`src/rtl/olde_pkg.sv`:
```
// types, request codes and status codes of the ordered list engine
// used by the cell, the top level and the checker; depends on nothing
package olde_pkg;

    localparam int REQ_TYPE_W  = 3;
    localparam int REQ_VALUE_W = 32;
    localparam int STATUS_W    = 2;
    localparam int LEN_W       = 5;

    // request codes
    localparam logic [REQ_TYPE_W-1:0] REQ_INS_FRONT = 3'd0;
    localparam logic [REQ_TYPE_W-1:0] REQ_INS_BACK  = 3'd1;
    localparam logic [REQ_TYPE_W-1:0] REQ_DELETE    = 3'd2;
    localparam logic [REQ_TYPE_W-1:0] REQ_SEARCH    = 3'd3;
    localparam logic [REQ_TYPE_W-1:0] REQ_CLEAR     = 3'd4;

    // status codes
    localparam logic [STATUS_W-1:0] ST_OK    = 2'd0;
    localparam logic [STATUS_W-1:0] ST_FULL  = 2'd1;
    localparam logic [STATUS_W-1:0] ST_EMPTY = 2'd2;
    localparam logic [STATUS_W-1:0] ST_MISS  = 2'd3;

    typedef struct packed {
        logic [REQ_TYPE_W-1:0]  req_type;
        logic [REQ_VALUE_W-1:0] value;
    } t_req;

    typedef struct packed {
        logic                found;
        logic [STATUS_W-1:0] status;
        logic [LEN_W-1:0]    list_length;
    } t_rsp;

    typedef enum logic [1:0] {
        S_IDLE,
        S_MATCH,
        S_APPLY
    } t_state;

    // per-cell command from the sequencer
    typedef struct packed {
        logic capture;
        logic load_new;
        logic take_prev;
        logic take_next;
    } t_cell_cmd;

endpackage

```
`src/rtl/olde_cell.sv`:
```
// one storage cell of the ordered list: holds an entry and its compare flag
// depends on olde_pkg for the cell command struct
module olde_cell
    import olde_pkg::*;
#(
    parameter int ValueWidth = 32
) (
    input  logic                  i_clk,
    input  t_cell_cmd             i_cmd,
    input  logic [ValueWidth-1:0] i_key,
    input  logic [ValueWidth-1:0] i_prev_value,
    input  logic [ValueWidth-1:0] i_next_value,
    output logic [ValueWidth-1:0] o_value,
    output logic                  o_hit
);

    logic [ValueWidth-1:0] r_value;
    logic [ValueWidth-1:0] n_value;
    logic                  r_hit;

    // entry source: new value, neighbour towards the front or towards the back
    always_comb begin
        n_value = r_value;
        if (i_cmd.load_new) begin
            n_value = i_key;
        end else if (i_cmd.take_prev) begin
            n_value = i_prev_value;
        end else if (i_cmd.take_next) begin
            n_value = i_next_value;
        end
    end

    // entry and compare flag registers
    always_ff @(posedge i_clk) begin
        r_value <= n_value;
        if (i_cmd.capture) begin
            r_hit <= (r_value == i_key);
        end
    end

    assign o_value = r_value;
    assign o_hit   = r_hit;

endmodule

```
`src/rtl/ordered_list_deque_engine.sv`:
```
// Ordered list engine: holds up to MaxEntries values in a row of cells, front in
// cell 0. Each request passes through the idle, match and apply states: the
// request is captured, every cell then compares its entry with the key in
// parallel, and the cells shift or load to insert or delete and the response
// is registered. New requests are stalled from the match state until the apply
// step of the current one is done. A finished response waits in the output
// register while the next request is taken in; the apply step of that request
// waits until the output register is free. No clearing pass is needed after
// reset.
// depends on olde_pkg and olde_cell
module ordered_list_deque_engine
    import olde_pkg::*;
#(
    parameter int MaxEntries = 16,
    parameter int ValueWidth = 32
) (
    input  logic i_clk,
    input  logic i_rst_n,
    input  logic i_valid,
    output logic o_stall,
    input  t_req i_req,
    output logic o_valid,
    input  logic i_stall,
    output t_rsp o_rsp
);

    localparam int CntW = $clog2(MaxEntries + 1);

    t_state                r_state;
    t_state                n_state;
    t_req                  r_req;
    t_rsp                  r_rsp;
    t_rsp                  n_rsp;
    logic                  r_out_valid;
    logic [CntW-1:0]       r_count;
    logic [CntW-1:0]       n_count;

    logic [ValueWidth+REQ_VALUE_W-1:0] key_ext;
    logic [ValueWidth-1:0]             key;
    logic [CntW+LEN_W-1:0]             len_ext;

    logic [ValueWidth-1:0] cell_value [MaxEntries];
    t_cell_cmd             cmd        [MaxEntries];
    logic [MaxEntries-1:0] hit;
    logic [MaxEntries-1:0] live;
    logic [MaxEntries-1:0] is_last;
    logic [MaxEntries-1:0] is_tail;
    logic [MaxEntries-1:0] live_hit;
    logic [MaxEntries-1:0] mid_hit;
    logic [MaxEntries-1:0] mid_pre;

    logic capture;
    logic apply;
    logic full;
    logic empty;
    logic front_hit;
    logic back_hit;
    logic ins_front;
    logic ins_back;
    logic del_front;
    logic del_mid;

    // key is the low bits of the value field, zero-extended where wider
    assign key_ext = {{ValueWidth{1'b0}}, r_req.value};
    assign key     = key_ext[ValueWidth-1:0];

    // position flags of each cell against the current length
    for (genvar g = 0; g < MaxEntries; g++) begin : g_pos
        assign live[g]    = (CntW'(g) < r_count);
        assign is_tail[g] = (CntW'(g) == r_count);
        assign is_last[g] = (CntW'(g + 1) == r_count);
    end

    assign full      = (r_count == CntW'(MaxEntries));
    assign empty     = (r_count == '0);
    assign live_hit  = hit & live;
    assign front_hit = live_hit[0];
    assign back_hit  = |(live_hit & is_last);

    // middle matches exclude the front and the back entry
    always_comb begin
        mid_hit    = live_hit & ~is_last;
        mid_hit[0] = 1'b0;
    end

    // prefix or towards the back: cells at and behind the earliest middle match
    always_comb begin
        mid_pre = mid_hit;
        for (int d = 1; d < MaxEntries; d = d * 2) begin
            mid_pre = mid_pre | (mid_pre << d);
        end
    end

    // next state
    always_comb begin
        n_state = r_state;
        case (r_state)
            S_IDLE: begin
                if (i_valid) begin
                    n_state = S_MATCH;
                end
            end
            S_MATCH: begin
                n_state = S_APPLY;
            end
            S_APPLY: begin
                if (!r_out_valid || !i_stall) begin
                    n_state = S_IDLE;
                end
            end
            default: begin
                n_state = S_IDLE;
            end
        endcase
    end

    // state outputs
    always_comb begin
        o_stall = 1'b1;
        capture = 1'b0;
        apply   = 1'b0;
        case (r_state)
            S_IDLE: begin
                o_stall = 1'b0;
            end
            S_MATCH: begin
                capture = 1'b1;
            end
            S_APPLY: begin
                apply = !r_out_valid || !i_stall;
            end
            default: begin
                o_stall = 1'b1;
            end
        endcase
    end

    // request decode: list update and response
    always_comb begin
        n_count       = r_count;
        n_rsp.found   = 1'b0;
        n_rsp.status  = ST_OK;
        ins_front     = 1'b0;
        ins_back      = 1'b0;
        del_front     = 1'b0;
        del_mid       = 1'b0;
        case (r_req.req_type)
            REQ_INS_FRONT: begin
                if (full) begin
                    n_rsp.status = ST_FULL;
                end else begin
                    ins_front = 1'b1;
                    n_count   = CntW'(r_count + 1'b1);
                end
            end
            REQ_INS_BACK: begin
                if (full) begin
                    n_rsp.status = ST_FULL;
                end else begin
                    ins_back = 1'b1;
                    n_count  = CntW'(r_count + 1'b1);
                end
            end
            REQ_DELETE: begin
                if (empty) begin
                    n_rsp.status = ST_EMPTY;
                end else if (front_hit) begin
                    del_front   = 1'b1;
                    n_rsp.found = 1'b1;
                    n_count     = CntW'(r_count - 1'b1);
                end else if (back_hit) begin
                    n_rsp.found = 1'b1;
                    n_count     = CntW'(r_count - 1'b1);
                end else if (|mid_hit) begin
                    del_mid     = 1'b1;
                    n_rsp.found = 1'b1;
                    n_count     = CntW'(r_count - 1'b1);
                end else begin
                    n_rsp.status = ST_MISS;
                end
            end
            REQ_SEARCH: begin
                if (empty) begin
                    n_rsp.status = ST_EMPTY;
                end else if (|live_hit) begin
                    n_rsp.found = 1'b1;
                end else begin
                    n_rsp.status = ST_MISS;
                end
            end
            REQ_CLEAR: begin
                n_count = '0;
            end
            default: begin
                n_count = r_count;
            end
        endcase
        len_ext           = {{LEN_W{1'b0}}, n_count};
        n_rsp.list_length = len_ext[LEN_W-1:0];
    end

    // row of cells with neighbour links
    for (genvar g = 0; g < MaxEntries; g++) begin : g_cell
        logic [ValueWidth-1:0] prev_value;
        logic [ValueWidth-1:0] next_value;

        if (g == 0) begin : g_first
            assign prev_value = key;
        end else begin : g_inner_prev
            assign prev_value = cell_value[g-1];
        end

        if (g == MaxEntries - 1) begin : g_last
            assign next_value = cell_value[g];
        end else begin : g_inner_next
            assign next_value = cell_value[g+1];
        end

        assign cmd[g].capture   = capture;
        assign cmd[g].load_new  = apply && ((ins_front && (g == 0)) ||
                                            (ins_back && is_tail[g]));
        assign cmd[g].take_prev = apply && ins_front && (g != 0);
        assign cmd[g].take_next = apply && (del_front || (del_mid && mid_pre[g]));

        olde_cell #(
            .ValueWidth (ValueWidth)
        ) u_cell (
            .i_clk        (i_clk),
            .i_cmd        (cmd[g]),
            .i_key        (key),
            .i_prev_value (prev_value),
            .i_next_value (next_value),
            .o_value      (cell_value[g]),
            .o_hit        (hit[g])
        );
    end

    // control registers
    always_ff @(posedge i_clk) begin
        if (!i_rst_n) begin
            r_state     <= S_IDLE;
            r_count     <= '0;
            r_out_valid <= 1'b0;
        end else begin
            r_state <= n_state;
            if (apply) begin
                r_count     <= n_count;
                r_out_valid <= 1'b1;
            end else if (!i_stall) begin
                r_out_valid <= 1'b0;
            end
        end
    end

    // request and response payload registers
    always_ff @(posedge i_clk) begin
        if (i_valid && !o_stall) begin
            r_req <= i_req;
        end
        if (apply) begin
            r_rsp <= n_rsp;
        end
    end

    assign o_valid = r_out_valid;
    assign o_rsp   = r_rsp;

endmodule

```
`config.mk`:
```
export PLATFORM = sky130hd
export DESIGN_NAME = ordered_list_deque_engine
export DESIGN_NICKNAME = d
export VERILOG_FILES = /design/src/rtl/olde_pkg.sv /design/src/rtl/olde_cell.sv /design/src/rtl/ordered_list_deque_engine.sv
export SDC_FILE = /design/constraint.sdc
export NUM_CORES = 2
export LEC_CHECK = 0
export BUFFER_PORTS_ARGS = -buffer_cell sky130_fd_sc_hd__buf_2
export CORE_ASPECT_RATIO = 1.75
export CORE_MARGIN = 1
export CORE_UTILIZATION = 55
export CTS_BUF_LIST = sky130_fd_sc_hd__clkbuf_8 sky130_fd_sc_hd__clkbuf_16
export DETAILED_ROUTE_END_ITERATION = 8
export HOLD_SLACK_MARGIN = 0.08
export MAX_ROUTING_LAYER = met4
export PLACE_DENSITY = 0.71
export SETUP_SLACK_MARGIN = 0.15
export SKIP_LAST_GASP = 1
export SLEW_MARGIN = 20
export SYNTH_ARGS = -nofsm -noshare
export SYNTH_HDL_FRONTEND = slang
export SYNTH_SLANG_ARGS = --single-unit
```
`constraint.sdc`:
```
create_clock -name i_clk -period 16.3 [get_ports i_clk]
set_input_delay 1.63 -clock i_clk [delete_from_list [all_inputs] [get_ports i_clk]]
set_output_delay 1.63 -clock i_clk [all_outputs]
set_load 0.005 [all_outputs]
```
==> metrics.yaml <==
setup_path:
  crit_top_cell: "nand2_1"
  endpoint_kind: "flop"
  critical_path_class: "flop to flop"
  required_ns: 16.77
  critical_path.top_delay_family: "buffers and inverters"
  ff2ff_setup_slack_ns: 11.33
  max_stage_delay_ns: 0.95
  critPathArrivalTime_ns: 5.44
  crit_buf_inv: 3
  crit_slowest_cell: "dfxtp_1"
  rr_worst_depth: 9
  reg2reg_from: "r_count[1]$_SDFFE_PN0P_"
  r2r-end: "g_cell[13].u_cell.o_value[6]$_DFFE_PP_"
  crit_chain: "inv_1, ha_1, a311oi_4, nand2_1, nor2_4, buf_4, buf_12, nand2_1, a31oi_1"
  start_kind: "flop"
  cp_max_fo: 192
min_path:
  holdPathStages: 2
  hp-start: "o_valid$_SDFFE_PN0P_"
  hp-class: "flop to flop"
  worstHoldEndpoint: "o_valid$_SDFFE_PN0P_"
clock_tree:
  numCtsBuffers: 56
  cts.sinks: 579
  htree_levels: 2
  clk_path_buf_depth: 3
  hold_buffers: 0
  cts_resized: 0
  clk_pin_slew_ns: 0.07
  root_buffer: "clkbuf_16"
  clkLatencyLatePin_ns: 0.66
  cts_tree: "built"
  cts_setup_buffers: 0
final_layout:
  drive_gt1_frac: 0.08673
  nFillCells: 5231
  final_net_count: 3412
  regArea_um2: 17310
  layout_common_cells: "nand2_1, edfxtp_1, xor2_1, nor2_1, a31oi_1"
  multi_input_comb_area_um2: 15900
  final_common_cell: "nand2_1"
  area_growth_pct: 6.778
grt:
  grt_pass1_vias: 25240
  antenna_found_initial: 1
  grt_start_max_net_pins: 193
  grt_overflow: 0
  grt_util_all_layers: 0.3564
  grt_first_pass_wirelength_um: 162600
flow_run:
  drv_cap: 0
sta:
  fin_ws_ns: 11.33
  slew_viol_final: 0
  rsz0062_at_grt: "false"
  fin_skew_ns: 0.03021
  tightestPinTransition_ns: 1.262
  setup_violations: 0
  max_slew_margin: 0.1508
  fin_crit_ns: 4.968
  max_freq_ghz: 0.2013
  fin_setup_tns_ns: 0
  finalHoldViolations: 0
  fin_crit_sh: 0.3048
routing:
  drt_iter0_drc: 2906
  wirelength_um: 110200
  via_per_inst: 6.254
  wire_per_inst_um: 26.16
  drc: 0
  vias: 26350
  detail-route-antenna-nets: 0
  first_pass_iters: 6
logic_synthesis:
  yosysSeqAreaShare: 0.5005
  synth_area_leaders: "edfxtp_1, xor2_1, nand2_1"
  synthCells: 3525
  yosysWarnings: 0
  synth_edf_count: 571
  syn_area_per_cell_um2: 9.809
  synth_flop_cell: "edfxtp_1"
  yosysUniqueCellTypes: 72
  synth-seq-cells: 579
  yosys.area.top_type_share: 0.4959
  synthesis.area_um2: 34580
  synth_top_area_cell: "edfxtp_1"
  synth-async-reset-ratio: 0
  syn_nets: 3569
placed_design:
  place_ws_ns: 10.97
  place.gp.congestion: 1.004
  port_buffers: 48
  dpl.hpwl_um: 79190
die:
  core_area_um2: 62220
  num_rows: 121
  initial_core_util: 0.5557
  die_w_um: 191.5
  die_h_um: 333.7
  fp.dieArea_um2: 63920
  num_io_pins: 49
status:
  status: "completed"
power_and_ir_drop:
  p_leak_nw: 14.59
  irDropWorstVdd_v: 0.00008331
  power_density_nw_per_um2: 88.55
==> flip-flops by register name (all words and copies together), names as in the netlist <==
| name | cells |
|---|---|
| r_state | 2 |
| o_rsp | 8 |
| g_cell.u_cell.o_hit | 16 |
| g_cell.u_cell.o_value | 512 |
| r_count | 5 |
| g_cell.prev_value | 32 |
| o_valid | 1 |
| r_req | 3 |
==> worst register-to-register path, stage by stage (launching register included) <==
cell and delay [ns]:
dfxtp_1 0.95, inv_1 0.22, ha_1 0.42, a311oi_4 0.57, nand2_1 0.21, nor2_4 0.33, buf_4 0.83, buf_12 0.79
nand2_1 0.27, a31oi_1 0.22
==> per-layer routing <==
layer | wire length (µm) | GRT usage | vias to the layer above
met5 | 0 | - | -
met4 | 13130 | 0.3462 | 0
met3 | 5534 | 0.03925 | 371
met2 | 55230 | 0.5893 | 1183
met1 | 36320 | 0.3607 | 12680
li1 | - | - | 12110
==> through the flow <==
step	power, W	area (µm²)	hold slack, ns	util	cells
after floorplan	0.001828	34580	0.4661	-	3525
after detailed placement	0.001922	35020	0.5003	0.5629	4109
final	0.003270	36920	0.5131	0.5934	4213
after global placement	0.001917	35000	0.4911	0.5625	4109
after global routing	0.003346	36920	0.5560	0.5934	4213
after CTS	0.003277	36900	0.5083	0.5930	4212
==> cell families (layout without fill, tap and decap cells) <==
family	Yosys count	in the layout	share of synthesized area
simple gates	1321	1321	0.1615
flops	579	579	0.5005
compound gates	530	530	0.09310
xor+xnor	515	515	0.1304
buf+inv	348	236	0.04458
mux	227	227	0.06806
fa+ha+maj	5	5	0.001809
other cells	0	1	0
==> layout make-up <==
type,count,area share
inverters,14,0.001423
diodes,1,0.00006778
clock buffers,61,0.04012
repair buffers,119,0.02128
flip-flops and latches,579,0.4687
multi-input cells,2598,0.4307
clock inverters,42,0.01057
well taps,799,0.02708
==> synthesized netlist by cell type, drive strengths merged, types with 6 or more instances <==
master / number
nand2: 607
edfxtp: 571
xor2: 513
nor2: 484
a31oi: 293
buf: 181
a21oi: 173
mux2i: 162
clkbuf: 153
nor4: 128
mux2: 65
nand4: 39
o21ai: 18
inv: 14
nand3: 13
nor3: 12
o211ai: 9
dfxtp: 8
o311ai: 8
and3: 6
nor2b: 6
==> power breakdown <==
| part | switching [W] | internal (W) |
|---|---|---|
| Clock | 0.000596 | 0.000775 |
| Sequential | 0.0000142 | 0.00164 |
| Combinational | 0.000182 | 0.0000671 |
==> worst max-delay path by stage <==
stage	startpoint	endpoint	slack, ns	depth (start not counted)
4_1_cts	r_count[1]$_SDFFE_PN0P_	g_cell[10].u_cell.o_value[27]$_DFFE_PP_	11.39	8
3_5_place_dp	i_stall	g_cell[2].u_cell.o_value[12]$_DFFE_PP_	10.97	9
6_report	r_count[1]$_SDFFE_PN0P_	g_cell[13].u_cell.o_value[6]$_DFFE_PP_	11.33	9
5_1_grt	r_count[1]$_SDFFE_PN0P_	g_cell[13].u_cell.o_value[29]$_DFFE_PP_	11.08	9
3_3_place_gp	i_stall	g_cell[2].u_cell.o_value[6]$_DFFE_PP_	11.03	9
2_1_floorplan	i_stall	g_cell[11].u_cell.o_value[0]$_DFFE_PP_	9.66	6
No activity file was read; power rests on OpenSTA's default activity.
